--- config.mk ---
export PLATFORM = sky130hd
export DESIGN_NAME = timed_pulse_scheduler
export DESIGN_NICKNAME = d
export VERILOG_FILES = /design/src/tps_pkg.sv /design/src/tps_ctrl.sv /design/src/tps_datapath.sv /design/src/timed_pulse_scheduler.sv
export VERILOG_INCLUDE_DIRS = /design/src /design/src/src
export SDC_FILE = /design/constraint.sdc
export NUM_CORES = 2
export LEC_CHECK = 0
export BUFFER_PORTS_ARGS = -buffer_cell sky130_fd_sc_hd__buf_2
export CORE_AREA = 2 2 487 489
export CTS_BUF_LIST = sky130_fd_sc_hd__clkbuf_8
export CTS_CLUSTER_DIAMETER = 30
export CTS_CLUSTER_SIZE = 40
export DETAILED_ROUTE_END_ITERATION = 10
export DIE_AREA = 0 0 489 491
export PLACE_DENSITY = 0.72
export REMOVE_ABC_BUFFERS = 1
export SLEW_MARGIN = 25
export SYNTH_ARGS = -nofsm -noshare
export SYNTH_HDL_FRONTEND = slang
export SYNTH_HIERARCHICAL = 1
export SYNTH_SLANG_ARGS = --single-unit
--- constraint.sdc ---
create_clock -name clock -period 18.6 [get_ports clock]
set_input_delay 2.79 -clock clock [delete_from_list [all_inputs] [get_ports clock]]
set_output_delay 2.79 -clock clock [all_outputs]
set_load 0.01 [all_outputs]
--- src/assert_macros.svh ---
// assertion macros shared by the pulse scheduler modules
// no dependencies; included by files that carry concurrent checks
`ifndef ASSERT_MACROS_SVH
`define ASSERT_MACROS_SVH

// check a property on every rising clock edge outside reset
`define TPS_ASSERT(name, clk, rst, prop, msg) \
   name: assert property (@(posedge clk) disable iff (rst) (prop)) else $error(msg);

// check a property on every rising clock edge, reset included
`define TPS_ASSERT_ALWAYS(name, clk, prop, msg) \
   name: assert property (@(posedge clk) (prop)) else $error(msg);

`endif

--- src/tps_pkg.sv ---
// types, codes and sizes of the timed pulse scheduler
// used by tps_ctrl, tps_datapath and timed_pulse_scheduler; no dependencies
package tps_pkg;

   // queue depth and ticks per microsecond must be powers of two
   localparam int unsigned QUEUE_DEPTH  = 8;
   localparam int unsigned TICKS_PER_US = 16;

   localparam int unsigned PTR_W      = (QUEUE_DEPTH > 1) ? $clog2(QUEUE_DEPTH) : 1;
   localparam int unsigned CNT_W      = $clog2(QUEUE_DEPTH + 1);
   localparam int unsigned TICK_SHIFT = $clog2(TICKS_PER_US);

   localparam int unsigned US_W   = 60;
   localparam int unsigned TICK_W = 64;
   localparam int unsigned SEQ_W  = 32;
   localparam int unsigned WID_W  = 32;
   localparam int unsigned REG_W  = 32;
   localparam int unsigned CSR_IDX_W = 2;

   localparam logic [TICK_W-1:0] TICK_MASK = TICK_W'(TICKS_PER_US - 1);

   localparam logic [REG_W-1:0] SESSION_RESET   = 32'd0;
   localparam logic [REG_W-1:0] MIN_LEAD_RESET  = 32'd50000;
   localparam logic [REG_W-1:0] MAX_WIDTH_RESET = 32'd2000000;

   // request commands
   localparam logic [1:0] CMD_SCHEDULE  = 2'd0;
   localparam logic [1:0] CMD_TICK      = 2'd1;
   localparam logic [1:0] CMD_FORCE_LOW = 2'd2;
   localparam logic [1:0] CMD_EDGE      = 2'd3;

   // record kinds
   localparam logic [1:0] KIND_STATUS = 2'd0;
   localparam logic [1:0] KIND_PULSE  = 2'd1;
   localparam logic [1:0] KIND_INPUT  = 2'd2;

   // schedule status codes
   localparam logic [1:0] ST_ACCEPTED   = 2'd0;
   localparam logic [1:0] ST_INVALID    = 2'd1;
   localparam logic [1:0] ST_QUEUE_FULL = 2'd2;

   // register indexes
   localparam logic [CSR_IDX_W-1:0] CSR_SESSION   = 2'd0;
   localparam logic [CSR_IDX_W-1:0] CSR_MIN_LEAD  = 2'd1;
   localparam logic [CSR_IDX_W-1:0] CSR_MAX_WIDTH = 2'd2;

   typedef struct packed {
      logic [1:0]        command;
      logic [SEQ_W-1:0]  pulse_sequence;
      logic [TICK_W-1:0] due_tick;
      logic [WID_W-1:0]  width_req_us;
   } req_type;

   typedef struct packed {
      logic [1:0]        kind;
      logic [1:0]        status;
      logic [SEQ_W-1:0]  rec_sequence;
      logic [TICK_W-1:0] plan_tick;
      logic [TICK_W-1:0] stamp_tick;
      logic [WID_W-1:0]  rec_width_us;
      logic [REG_W-1:0]  rec_session;
      logic              pin_level;
   } rsp_type;

   // one queued pulse; end time kept so a load needs no add
   typedef struct packed {
      logic [SEQ_W-1:0] sequence_no;
      logic [US_W-1:0]  due_us;
      logic [WID_W-1:0] span_us;
      logic [US_W-1:0]  end_us;
   } entry_type;

   // controller to datapath
   typedef struct packed {
      logic       latch_req;
      logic       calc_sum;
      logic       calc_diff;
      logic       calc_cmp;
      logic       arm;
      logic       push;
      logic       tick_inc;
      logic       fall;
      logic       load;
      logic       disarm;
      logic       rise;
      logic       force_low;
      logic       edge_inc;
      logic       emit;
      logic [1:0] kind;
      logic [1:0] status;
   } cmd_type;

   // datapath to controller
   typedef struct packed {
      logic sched_invalid;
      logic sched_full;
      logic armed;
      logic fall_due;
      logic fifo_empty;
      logic rise_due;
      logic rsp_free;
   } stat_type;

endpackage

--- src/tps_ctrl.sv ---
// controller state machine of the pulse scheduler
// depends on tps_pkg and assert_macros.svh; drives tps_datapath through cmd_type
`include "assert_macros.svh"

module tps_ctrl (
   input  logic              clock,
   input  logic              reset,
   input  logic              req_valid,
   input  logic [1:0]        req_command,
   output logic              req_ready,
   input  tps_pkg::stat_type stat,
   output tps_pkg::cmd_type  cmd
);

   localparam logic [3:0] S_IDLE      = 4'd0;
   localparam logic [3:0] S_SUM       = 4'd1;
   localparam logic [3:0] S_DIFF      = 4'd2;
   localparam logic [3:0] S_CMP       = 4'd3;
   localparam logic [3:0] S_APPLY     = 4'd4;
   localparam logic [3:0] S_TICK_INC  = 4'd5;
   localparam logic [3:0] S_TICK_FALL = 4'd6;
   localparam logic [3:0] S_TICK_RISE = 4'd7;
   localparam logic [3:0] S_FORCE     = 4'd8;
   localparam logic [3:0] S_EDGE      = 4'd9;
   localparam logic [3:0] S_EMIT      = 4'd10;

   logic [3:0] state_ff, state_in;
   logic [1:0] kind_ff, kind_in;
   logic [1:0] status_ff, status_in;

   always_comb begin
      cmd       = '0;
      state_in  = state_ff;
      kind_in   = kind_ff;
      status_in = status_ff;
      req_ready = (state_ff == S_IDLE);
      unique case (state_ff)
         S_IDLE: begin
            if (req_valid) begin
               cmd.latch_req = 1'b1;
               unique case (req_command)
                  tps_pkg::CMD_SCHEDULE:  state_in = S_SUM;
                  tps_pkg::CMD_TICK:      state_in = S_TICK_INC;
                  tps_pkg::CMD_FORCE_LOW: state_in = S_FORCE;
                  tps_pkg::CMD_EDGE:      state_in = S_EDGE;
                  default:                state_in = S_IDLE;
               endcase
            end
         end
         S_SUM: begin
            cmd.calc_sum = 1'b1;
            state_in     = S_DIFF;
         end
         S_DIFF: begin
            cmd.calc_diff = 1'b1;
            state_in      = S_CMP;
         end
         S_CMP: begin
            cmd.calc_cmp = 1'b1;
            state_in     = S_APPLY;
         end
         S_APPLY: begin
            kind_in = tps_pkg::KIND_STATUS;
            priority if (stat.sched_invalid) begin
               status_in = tps_pkg::ST_INVALID;
            end else if (stat.armed && stat.sched_full) begin
               status_in = tps_pkg::ST_QUEUE_FULL;
            end else if (stat.armed) begin
               status_in = tps_pkg::ST_ACCEPTED;
               cmd.push  = 1'b1;
            end else begin
               status_in = tps_pkg::ST_ACCEPTED;
               cmd.arm   = 1'b1;
            end
            state_in = S_EMIT;
         end
         S_TICK_INC: begin
            cmd.tick_inc = 1'b1;
            state_in     = S_TICK_FALL;
         end
         S_TICK_FALL: begin
            // the fall is handled before a possible rise in the same tick
            if (stat.fall_due) begin
               cmd.fall   = 1'b1;
               cmd.load   = !stat.fifo_empty;
               cmd.disarm = stat.fifo_empty;
            end
            state_in = S_TICK_RISE;
         end
         S_TICK_RISE: begin
            if (stat.rise_due) begin
               cmd.rise  = 1'b1;
               kind_in   = tps_pkg::KIND_PULSE;
               status_in = tps_pkg::ST_ACCEPTED;
               state_in  = S_EMIT;
            end else begin
               state_in = S_IDLE;
            end
         end
         S_FORCE: begin
            cmd.force_low = 1'b1;
            state_in      = S_IDLE;
         end
         S_EDGE: begin
            cmd.edge_inc = 1'b1;
            kind_in      = tps_pkg::KIND_INPUT;
            status_in    = tps_pkg::ST_ACCEPTED;
            state_in     = S_EMIT;
         end
         S_EMIT: begin
            if (stat.rsp_free) begin
               cmd.emit = 1'b1;
               state_in = S_IDLE;
            end
         end
         default: state_in = S_IDLE;
      endcase
      cmd.kind   = kind_ff;
      cmd.status = status_ff;
   end

   always_ff @(posedge clock) begin
      if (reset) begin
         state_ff  <= S_IDLE;
         kind_ff   <= tps_pkg::KIND_STATUS;
         status_ff <= tps_pkg::ST_ACCEPTED;
      end else begin
         state_ff  <= state_in;
         kind_ff   <= kind_in;
         status_ff <= status_in;
      end
   end

   `TPS_ASSERT(a_one_item_at_a_time, clock, reset, req_valid && req_ready |=> !req_ready, "item accepted while another is at work")
   `TPS_ASSERT(a_status_only_on_schedule, clock, reset, cmd.emit && (cmd.kind != tps_pkg::KIND_STATUS) |-> (cmd.status == tps_pkg::ST_ACCEPTED), "nonzero status on a record that is not a schedule status")

endmodule

--- src/tps_datapath.sv ---
// datapath of the pulse scheduler: registers, counter, pulse queue, compares, result register
// depends on tps_pkg and assert_macros.svh; controlled by tps_ctrl
`include "assert_macros.svh"

module tps_datapath (
   input  logic                             clock,
   input  logic                             reset,
   input  tps_pkg::req_type                 req_data,
   input  tps_pkg::cmd_type                 cmd,
   output tps_pkg::stat_type                stat,
   output logic                             rsp_valid,
   input  logic                             rsp_ready,
   output tps_pkg::rsp_type                 rsp_data,
   input  logic                             csr_valid,
   input  logic [tps_pkg::CSR_IDX_W-1:0]    csr_index,
   input  logic [tps_pkg::REG_W-1:0]        csr_data
);

   localparam int unsigned US_W  = tps_pkg::US_W;
   localparam int unsigned PTR_W = tps_pkg::PTR_W;
   localparam int unsigned CNT_W = tps_pkg::CNT_W;

   // configuration
   logic [tps_pkg::REG_W-1:0] session_ff, min_lead_ff, max_width_ff;

   // latched request and schedule checks
   tps_pkg::req_type          req_ff;
   logic [tps_pkg::TICK_W-1:0] tgt_wide;
   logic [US_W-1:0]           req_target;
   logic [US_W:0]             sum_ff, diff_ff;
   logic                      param_bad_ff, lead_bad_ff, le_last_ff;

   // pulse state
   logic [US_W-1:0]           now_ff, now_in;
   logic                      armed_ff, rise_done_ff, level_ff;
   logic [tps_pkg::SEQ_W-1:0] cur_seq_ff;
   logic [US_W-1:0]           cur_target_ff, cur_end_ff, last_target_ff;
   logic [tps_pkg::WID_W-1:0] cur_width_ff;
   logic [PTR_W-1:0]          head_ff, tail;
   logic [CNT_W-1:0]          count_ff;
   logic [tps_pkg::SEQ_W-1:0] edge_ff;

   // pulse queue
   tps_pkg::entry_type        mem [tps_pkg::QUEUE_DEPTH];
   tps_pkg::entry_type        rd_ff, wr_entry;

   // result register
   logic                      rsp_valid_ff;
   tps_pkg::rsp_type          rsp_data_ff, rec_in;

   always_ff @(posedge clock) begin
      if (reset) begin
         session_ff   <= tps_pkg::SESSION_RESET;
         min_lead_ff  <= tps_pkg::MIN_LEAD_RESET;
         max_width_ff <= tps_pkg::MAX_WIDTH_RESET;
      end else if (csr_valid) begin
         unique case (csr_index)
            tps_pkg::CSR_SESSION:   session_ff   <= csr_data;
            tps_pkg::CSR_MIN_LEAD:  min_lead_ff  <= csr_data;
            tps_pkg::CSR_MAX_WIDTH: max_width_ff <= csr_data;
            default: ;
         endcase
      end
   end

   assign tgt_wide   = req_ff.due_tick >> tps_pkg::TICK_SHIFT;
   assign req_target = tgt_wide[US_W-1:0];

   // schedule checks, one wide operation per step
   always_ff @(posedge clock) begin
      if (cmd.latch_req) begin
         req_ff <= req_data;
      end
      if (cmd.calc_sum) begin
         sum_ff       <= {1'b0, req_target} + (US_W + 1)'(req_ff.width_req_us);
         param_bad_ff <= ((req_ff.due_tick & tps_pkg::TICK_MASK) != '0)
                         || (tgt_wide[tps_pkg::TICK_W-1:US_W] != '0)
                         || (req_ff.width_req_us == '0)
                         || (req_ff.width_req_us > max_width_ff);
      end
      if (cmd.calc_diff) begin
         diff_ff <= {1'b0, req_target} - {1'b0, now_ff};
      end
      if (cmd.calc_cmp) begin
         // borrow means target before now
         lead_bad_ff <= diff_ff[US_W] || (diff_ff[US_W-1:0] == '0)
                        || (diff_ff[US_W-1:0] < US_W'(min_lead_ff));
         le_last_ff  <= (req_target <= last_target_ff);
      end
   end

   assign now_in = now_ff + US_W'(1);
   assign tail   = head_ff + PTR_W'(count_ff);

   always_ff @(posedge clock) begin
      if (reset) begin
         now_ff         <= '0;
         armed_ff       <= 1'b0;
         rise_done_ff   <= 1'b0;
         level_ff       <= 1'b0;
         cur_seq_ff     <= '0;
         cur_target_ff  <= '0;
         cur_width_ff   <= '0;
         cur_end_ff     <= '0;
         last_target_ff <= '0;
         head_ff        <= '0;
         count_ff       <= '0;
         edge_ff        <= '0;
      end else begin
         if (cmd.tick_inc) begin
            now_ff <= now_in;
         end
         if (cmd.arm) begin
            armed_ff       <= 1'b1;
            rise_done_ff   <= 1'b0;
            cur_seq_ff     <= req_ff.pulse_sequence;
            cur_target_ff  <= req_target;
            cur_width_ff   <= req_ff.width_req_us;
            cur_end_ff     <= sum_ff[US_W-1:0];
            last_target_ff <= req_target;
         end
         if (cmd.push) begin
            count_ff       <= count_ff + CNT_W'(1);
            last_target_ff <= req_target;
         end
         if (cmd.fall) begin
            level_ff     <= 1'b0;
            rise_done_ff <= 1'b0;
            if (cmd.load) begin
               cur_seq_ff    <= rd_ff.sequence_no;
               cur_target_ff <= rd_ff.due_us;
               cur_width_ff  <= rd_ff.span_us;
               cur_end_ff    <= rd_ff.end_us;
               head_ff       <= head_ff + PTR_W'(1);
               count_ff      <= count_ff - CNT_W'(1);
            end
            if (cmd.disarm) begin
               armed_ff       <= 1'b0;
               last_target_ff <= '0;
            end
         end
         if (cmd.rise) begin
            level_ff     <= 1'b1;
            rise_done_ff <= 1'b1;
         end
         if (cmd.force_low) begin
            count_ff       <= '0;
            head_ff        <= '0;
            armed_ff       <= 1'b0;
            rise_done_ff   <= 1'b0;
            level_ff       <= 1'b0;
            last_target_ff <= '0;
         end
         if (cmd.edge_inc) begin
            edge_ff <= edge_ff + tps_pkg::SEQ_W'(1);
         end
      end
   end

   assign wr_entry.sequence_no = req_ff.pulse_sequence;
   assign wr_entry.due_us      = req_target;
   assign wr_entry.span_us     = req_ff.width_req_us;
   assign wr_entry.end_us      = sum_ff[US_W-1:0];

   // head entry is read every cycle so it is ready when a tick reaches the fall step
   always_ff @(posedge clock) begin
      if (cmd.push) begin
         mem[tail] <= wr_entry;
      end
      rd_ff <= mem[head_ff];
   end

   assign stat.sched_invalid = param_bad_ff || sum_ff[US_W] || lead_bad_ff;
   assign stat.sched_full    = le_last_ff || (count_ff == CNT_W'(tps_pkg::QUEUE_DEPTH));
   assign stat.armed         = armed_ff;
   assign stat.fall_due      = armed_ff && rise_done_ff && (now_ff >= cur_end_ff);
   assign stat.fifo_empty    = (count_ff == '0);
   assign stat.rise_due      = armed_ff && !rise_done_ff && (now_ff >= cur_target_ff);
   assign stat.rsp_free      = !rsp_valid_ff || rsp_ready;

   always_comb begin
      rec_in                 = '0;
      rec_in.kind            = cmd.kind;
      rec_in.status          = cmd.status;
      rec_in.stamp_tick      = tps_pkg::TICK_W'(now_ff) << tps_pkg::TICK_SHIFT;
      rec_in.rec_session     = session_ff;
      rec_in.pin_level       = level_ff;
      unique case (cmd.kind)
         tps_pkg::KIND_PULSE: begin
            rec_in.rec_sequence = cur_seq_ff;
            rec_in.plan_tick    = tps_pkg::TICK_W'(cur_target_ff) << tps_pkg::TICK_SHIFT;
            rec_in.rec_width_us = cur_width_ff;
         end
         tps_pkg::KIND_INPUT: rec_in.rec_sequence = edge_ff;
         default:             rec_in.rec_sequence = req_ff.pulse_sequence;
      endcase
   end

   always_ff @(posedge clock) begin
      if (reset) begin
         rsp_valid_ff <= 1'b0;
      end else if (cmd.emit) begin
         rsp_valid_ff <= 1'b1;
      end else if (rsp_ready) begin
         rsp_valid_ff <= 1'b0;
      end
      if (cmd.emit) begin
         rsp_data_ff <= rec_in;
      end
   end

   assign rsp_valid = rsp_valid_ff;
   assign rsp_data  = rsp_data_ff;

   `TPS_ASSERT(a_queue_needs_armed, clock, reset, (count_ff != '0) |-> armed_ff, "queued pulses while disarmed")
   `TPS_ASSERT(a_pin_high_in_pulse, clock, reset, level_ff |-> (armed_ff && rise_done_ff), "pin high outside a risen pulse")
   `TPS_ASSERT(a_no_result_overwrite, clock, reset, !(cmd.emit && rsp_valid_ff && !rsp_ready), "result overwritten before it was taken")
   `TPS_ASSERT(a_pulse_record_pin_high, clock, reset, cmd.emit && (cmd.kind == tps_pkg::KIND_PULSE) |=> rsp_data_ff.pin_level, "pulse record with pin low")

endmodule

--- src/timed_pulse_scheduler.sv ---
// Timed pulse scheduler: one item at a time through a controller that sequences a
// datapath. A schedule item goes through one wide add or compare per step (end-time
// sum, lead difference, lead and order compares), then the update and the status
// item; a tick goes through the counter step, the fall check with the queue head
// read from the registered memory port and the rise check, with a record when the
// pulse rises; a force low and an input edge each have their own step, the edge
// followed by its record. A result sits in an output register, so the next item is
// taken while it waits; a new result waits only while that register is still full.
// No clearing pass follows reset. Configuration writes are taken in any cycle.
// Depends on tps_pkg, tps_ctrl and tps_datapath.

module timed_pulse_scheduler (
   input  logic                          clock,
   input  logic                          reset,
   input  logic                          req_valid,
   output logic                          req_ready,
   input  tps_pkg::req_type              req_data,
   output logic                          rsp_valid,
   input  logic                          rsp_ready,
   output tps_pkg::rsp_type              rsp_data,
   input  logic                          csr_valid,
   output logic                          csr_ready,
   input  logic [tps_pkg::CSR_IDX_W-1:0] csr_index,
   input  logic [tps_pkg::REG_W-1:0]     csr_data
);

   tps_pkg::cmd_type  cmd;
   tps_pkg::stat_type stat;

   assign csr_ready = 1'b1;

   tps_ctrl u_ctrl (
      .clock       (clock),
      .reset       (reset),
      .req_valid   (req_valid),
      .req_command (req_data.command),
      .req_ready   (req_ready),
      .stat        (stat),
      .cmd         (cmd)
   );

   tps_datapath u_datapath (
      .clock     (clock),
      .reset     (reset),
      .req_data  (req_data),
      .cmd       (cmd),
      .stat      (stat),
      .rsp_valid (rsp_valid),
      .rsp_ready (rsp_ready),
      .rsp_data  (rsp_data),
      .csr_valid (csr_valid),
      .csr_index (csr_index),
      .csr_data  (csr_data)
   );

endmodule
# Word level (Yosys, flattened, before mapping)
# Memory sizes are Yosys's and may differ from the RTL's. A register that Yosys moved wholly into a read port is not among the register bits.
# Index checks and enable logic that the tools add are counted.
word_totals:
  reg_bits: 929
  ramBits: 1472
  inputBits: 169
  output_inout_bits: 232
  memories: 1
memory_table:
  columns: ["memory", "words", "width", "rd", "rd_ports_with_merged_regs", "wr", "line_no", "text"]
  rows:
  - ["u_datapath.mem", 8, 184, 1, 1, 1, "tps_datapath.sv:44", "tps_pkg::entry_type mem [tps_pkg::QUEUE_DEPTH];"]
classes:
  add_sub_neg: 8
  order_cmp: 5
  n_eq_ne: 21
  n_mux: 62
  reduce_logical: 35
ops:
  columns: ["op", "n"]
  rows:
  - ["2-to-1 mux 60 bit", 10]
  - ["2-to-1 mux 32 bit", 6]
  - [">= comparator 60 bit", 2]
  - ["case mux 32 bit (2 select lines)", 1]
  - ["nonzero test 64 bit", 1]
  - ["adder 60 x 32 -> 61 bit", 1]
  - ["subtractor 60 x 60 -> 61 bit", 1]
  - ["adder 60 x 1 -> 60 bit (second input constant)", 1]
  - ["<= comparator 60 bit", 1]
  - ["zero test 60 bit", 1]
  - ["< comparator 60 x 32 -> 1 bit", 1]
  - ["case mux 4 bit (9 select lines)", 1]
  - ["adder 32 x 1 -> 32 bit (second input constant)", 1]
  - ["> comparator 32 bit", 1]
  - ["zero test 32 bit", 1]
  - ["2-to-1 mux 1 bit", 26]
  - ["2-to-1 mux 4 bit", 6]
  - ["== test 4 x 3 -> 1 bit (second input constant)", 4]
  - ["== test 4 bit (second input constant)", 4]
  - ["case mux 4 bit (4 select lines)", 1]
  - ["2-to-1 mux 2 bit", 7]
  - ["case mux 2 bit (3 select lines)", 2]
  - ["AND reduction 2 bit", 6]
  - ["== test 2 bit (second input constant)", 4]
  - ["17 further kinds", 41]

# Longest topological paths before layout
depth:
  ltp_word: 10
  mapped_depth: 19

# By module
# The synthesis kept the hierarchy.
modules_own_cells:
  columns: ["mod", "n_inst", "cells_each", "area_per_inst_um2", "seq_area_each_um2"]
  rows:
  - ["tps_datapath", 1, 6839, 104536.5, 70988.1]
  - ["tps_ctrl", 1, 67, 559.3, 160.2]
  - ["timed_pulse_scheduler", 1, 2, 11.3, 0.0]

# Least setup slack after synthesis
# Ideal clock, no wire load.
synth_path:
  kind: "input port to flip-flop"
  start: "in rsp_ready"
  end: "reg u_datapath.rsp_data_ff, in the netlist u_datapath/rsp_data[0] (enable)"
  setup_time_ns: 1.076
  arrival_ns: 17.812
  path_slack_ns: -0.288
  path_stages: 3
  path_buffers: 0
  path_cell_list: "nand2b_1 > inv_1 > nor3_1"
synth_rtl:
  columns: ["item", "line_no", "text"]
  rows:
  - ["start: declaration", "timed_pulse_scheduler.sv:19", "input logic rsp_ready,"]
  - ["end signal: assignment", "tps_datapath.sv:208", "rsp_data_ff <= rec_in;"]
  - ["end: declaration", "tps_datapath.sv:49", "tps_pkg::rsp_type rsp_data_ff, rec_in;"]

==> impl_metrics.tcl <==
set metrics [dict create \
    whs_path_depth 2 \
    power_density_nw_per_um2 113.8 \
    die_area_um2 240100 \
    cts_tree "done" \
    synth_top_area_share 0.5560 \
    via_per_inst 5.566 \
    grt_start_max_net_pins 141 \
    overflow 0 \
    layout.nets 8103 \
    synth.avg_cell_area_um2 15.22 \
    p_sw_mw 3.521 \
    holdWs_ps 375.9 \
    p_seq_frac 0.483 \
    die_h_um 491 \
    worstRegToRegCells 19 \
    worstReg2RegEnd "u_datapath/cur_target_ff[0]" \
    drt_first_iter_violations 5920 \
    synthMostInstantiatedCell "edfxtp_1" \
    postCtsSetupRepairBufs 0 \
    clock-sinks 2581 \
    die_x_um 489 \
    cp_common_cell "buf_4" \
    worstHoldStart "u_datapath/rd_ff[4]" \
    yosysTopAreaCell "edfxtp_1" \
    crit_fanout 77 \
    intPower_mw 10.36 \
    antenna_found_initial 26 \
    vias 62107 \
    ys_top_cells_by_area "edfxtp_1 (56%), dfxtp_1 (12%), mux4_2 (7.9%)" \
    cp-end-kind "flip-flop" \
    slowest_delay_ps 800 \
    netlist_top_cells_count "edfxtp_1 (1946), dfxtp_1 (635), nand2_1 (466)" \
    slew_headroom 0.2770 \
    p_leak_nw 41.56 \
    io_pins 401 \
    p_sw_frac 0.2537 \
    dp_cells 10259 \
    place_hpwl_mm 174.9 \
    ys_warn_count 6 \
    placed_area_um2 110900 \
    clk_latency_ps 1170 \
    core-area_um2 234500 \
    rows 178 \
    gp_congestion 0.9121 \
    finalHoldViolCount 0 \
    drv_slew 0 \
    fmax_ghz 0.1442 \
    drt-total-wl_mm 276.0 \
    synth_area_um2 105100 \
    synth_ff_type "edfxtp_1" \
    finalSetupViolCount 0 \
    r2r-start "u_datapath/now_ff[0]" \
    drive_gt1_frac 0.2476 \
    initial_utilization 0.4482 \
    outcome "completed" \
    power_frac_clock 0.443 \
    syn_to_final_growth_pct 16.09 \
    yosysUniqueCellTypes 101 \
    htreeDepth 5 \
    cp_cell_sequence "inv_1, ha_1, nand2b_1, a21o_1, a21o_1, a21oi_1, o21ai_0, a311oi_1, o31ai_1, a21oi_1, nor2_1, inv_1, nor3_1, nand2_4, buf_4, buf_4, buf_4, nor2_1, a211oi_1" \
    port_buffers 391 \
    ir_drop_uv 71.08 \
    reg2reg_setup_slack_ps 11660 \
    grt_pass1_vias 63287 \
    async_flop_share 0 \
    finalSetupTns_ps 0 \
    critPathLaunchType "flip-flop" \
    worst_pin_slew_ps 1084 \
    wire_per_inst_um 24.73 \
    grt_pass1_wl_mm 404.9 \
    ys_ff_latch 2581 \
    cts_buffer_depth 4 \
    worst-setup-path-type "flip-flop to flip-flop" \
    ant_nets 0 \
    combPwrFrac 0.074 \
    cts_resized 0 \
    min_period_over_period 0.3730 \
    synth_seq_area_share 0.6769 \
    p_total_mw 13.88 \
    clock-root-buffer "clkbuf_8" \
    fin_skew_ps 160.0 \
    design_area_um2 122000 \
    hold_class "flip-flop to flip-flop" \
    cts_hold_buffers 0 \
    final_cells 11159 \
    synth_edf_count 1946 \
    syn-instance-count 6908 \
    drv_cap 0 \
    clk_pin_slew_worst_paths_ps 70 \
    cts_inserted_buffers 477 \
    gr-usage-all-layers 0.2266 \
    route.detailed.drc 0 \
    rsz0062_at_grt "no" \
    dr.pass1.iters 5 \
    cp.required_ps 19530 \
    period_needed_ps 6937 \
    cp_slowest_cell "buf_4" \
    cp.arrival_ps 7860 \
    min_to "u_datapath/cur_end_ff[4]" \
]
[power groups by stage]
stage	Clock, mW	Sequential, mW	Combinational [mW]
floorplan	0	6.79	0.576
finish	6.14	6.70	1.03
CTS	6.26	6.70	1.03
detailed placement	0	6.82	1.02
global placement	0	6.81	0.998
global route	6.51	6.72	1.13
[registers in the layout, indices dropped and copies added (netlist names), 32 cells and up]
signal,flops
u_datapath/cur_end_ff,60
u_datapath/cur_seq_ff,32
u_datapath/sum_ff,61
u_datapath/cur_target_ff,60
u_datapath/edge_ff,32
u_datapath/now_ff,60
u_datapath/max_width_ff,32
u_datapath/rsp_data,221
u_datapath/last_target_ff,60
u_datapath/mem,1472
u_datapath/rd_ff,184
u_datapath/req_ff,128
u_datapath/cur_width_ff,32
u_datapath/session_ff,32
u_datapath/min_lead_ff,32
u_datapath/diff_ff,61
[final cells by class]
type	instances	area (µm²)
Antenna cell	11	27.53
Inverter	347	1303
Fill cell	19002	112500
Multi-Input combinational cell	3656	31460
Clock buffer	507	6978
Sequential cell	2581	71160
Timing Repair Buffer	525	3085
Tap cell	3150	3941
Clock inverter	382	4066
[stage by stage]
step           setup WS [ps]    util
6_report               11660  0.5203
3_3_place_gp           11770  0.4730
2_1_floorplan         -11780       -
3_5_place_dp           11690  0.4731
4_1_cts                11690  0.5202
5_1_grt                11280  0.5203
[kinds of logic (layout without fill, tap and decap cells)]
family / Yosys count / after routing / share of synthesized area
and+or+nand+nor: 1376 / 1376 / 0.06208
AOI/OAI and AO/OA: 994 / 994 / 0.06189
other: 2 / 20 / 0.00007145
buffers and inverters: 678 / 1761 / 0.02527
muxes: 739 / 739 / 0.1164
DFF: 2581 / 2581 / 0.6769
xor gates and xnor gates: 192 / 192 / 0.01600
adders and majority gates: 346 / 346 / 0.04140
[cells in the final DEF (no fill, tap or decap), types with 34 or more instances in the layout]
| cell | Yosys | final |
|---|---|---|
| edfxtp_1 | 1946 | 1946 |
| dfxtp_1 | 635 | 632 |
| clkbuf_8 | 2 | 507 |
| nand2_1 | 466 | 465 |
| nor2_1 | 402 | 397 |
| inv_1 | 346 | 390 |
| buf_2 | 7 | 390 |
| mux4_2 | 368 | 368 |
| ha_1 | 343 | 341 |
| a21oi_1 | 328 | 328 |
| a211oi_1 | 193 | 193 |
| mux2i_1 | 187 | 187 |
| mux2_2 | 184 | 184 |
| a21o_1 | 156 | 155 |
| o21ai_0 | 127 | 127 |
| buf_4 | 12 | 125 |
| xnor2_1 | 121 | 121 |
| and2_1 | 106 | 105 |
| nand4_1 | 105 | 105 |
| clkinv_2 | 0 | 72 |
| xor2_1 | 71 | 71 |
| clkinvlp_4 | 0 | 68 |
| bufinv_16 | 0 | 64 |
| nand3_1 | 60 | 60 |
| inv_6 | 0 | 55 |
| clkinv_4 | 0 | 44 |
| nor3_1 | 51 | 43 |
| nor4_1 | 37 | 36 |
| a22oi_1 | 34 | 34 |
[worst max path at each step]
stage,from,endpoint,slack (ps),cells after the start
final,u_datapath/now_ff[0],u_datapath/cur_target_ff[0],11660,19
after global routing,u_datapath/now_ff[0],u_datapath/cur_target_ff[5],11280,19
after CTS,u_datapath/now_ff[0],u_datapath/cur_target_ff[0],11690,19
after detailed placement,u_datapath/now_ff[0],u_datapath/cur_target_ff[8],11690,19
after global placement,u_datapath/now_ff[0],u_datapath/cur_width_ff[2],11770,19
after floorplan,u_ctrl/state_ff[2],u_datapath/last_target_ff[0],-11780,6
[routing by layer]
metal	GRT usage	part of all wire	wire length [µm]	up-vias
met5	0	0.00028	76	-
met1	0.3059	0.42	115000	31429
met3	0.03837	0.069	19090	517
li1	-	-	-	27729
met2	0.3571	0.47	129700	2422
met4	0.1078	0.044	12160	10
[worst max-delay path: cells and delay by family (launching register included)]
family | cells | cell delay [ps]
flops | 1 | 480
simple gates | 5 | 990
compound gates | 8 | 2320
fa+ha+maj | 1 | 290
buf+inv | 5 | 2460
No activity file was read; power rests on OpenSTA's default activity.
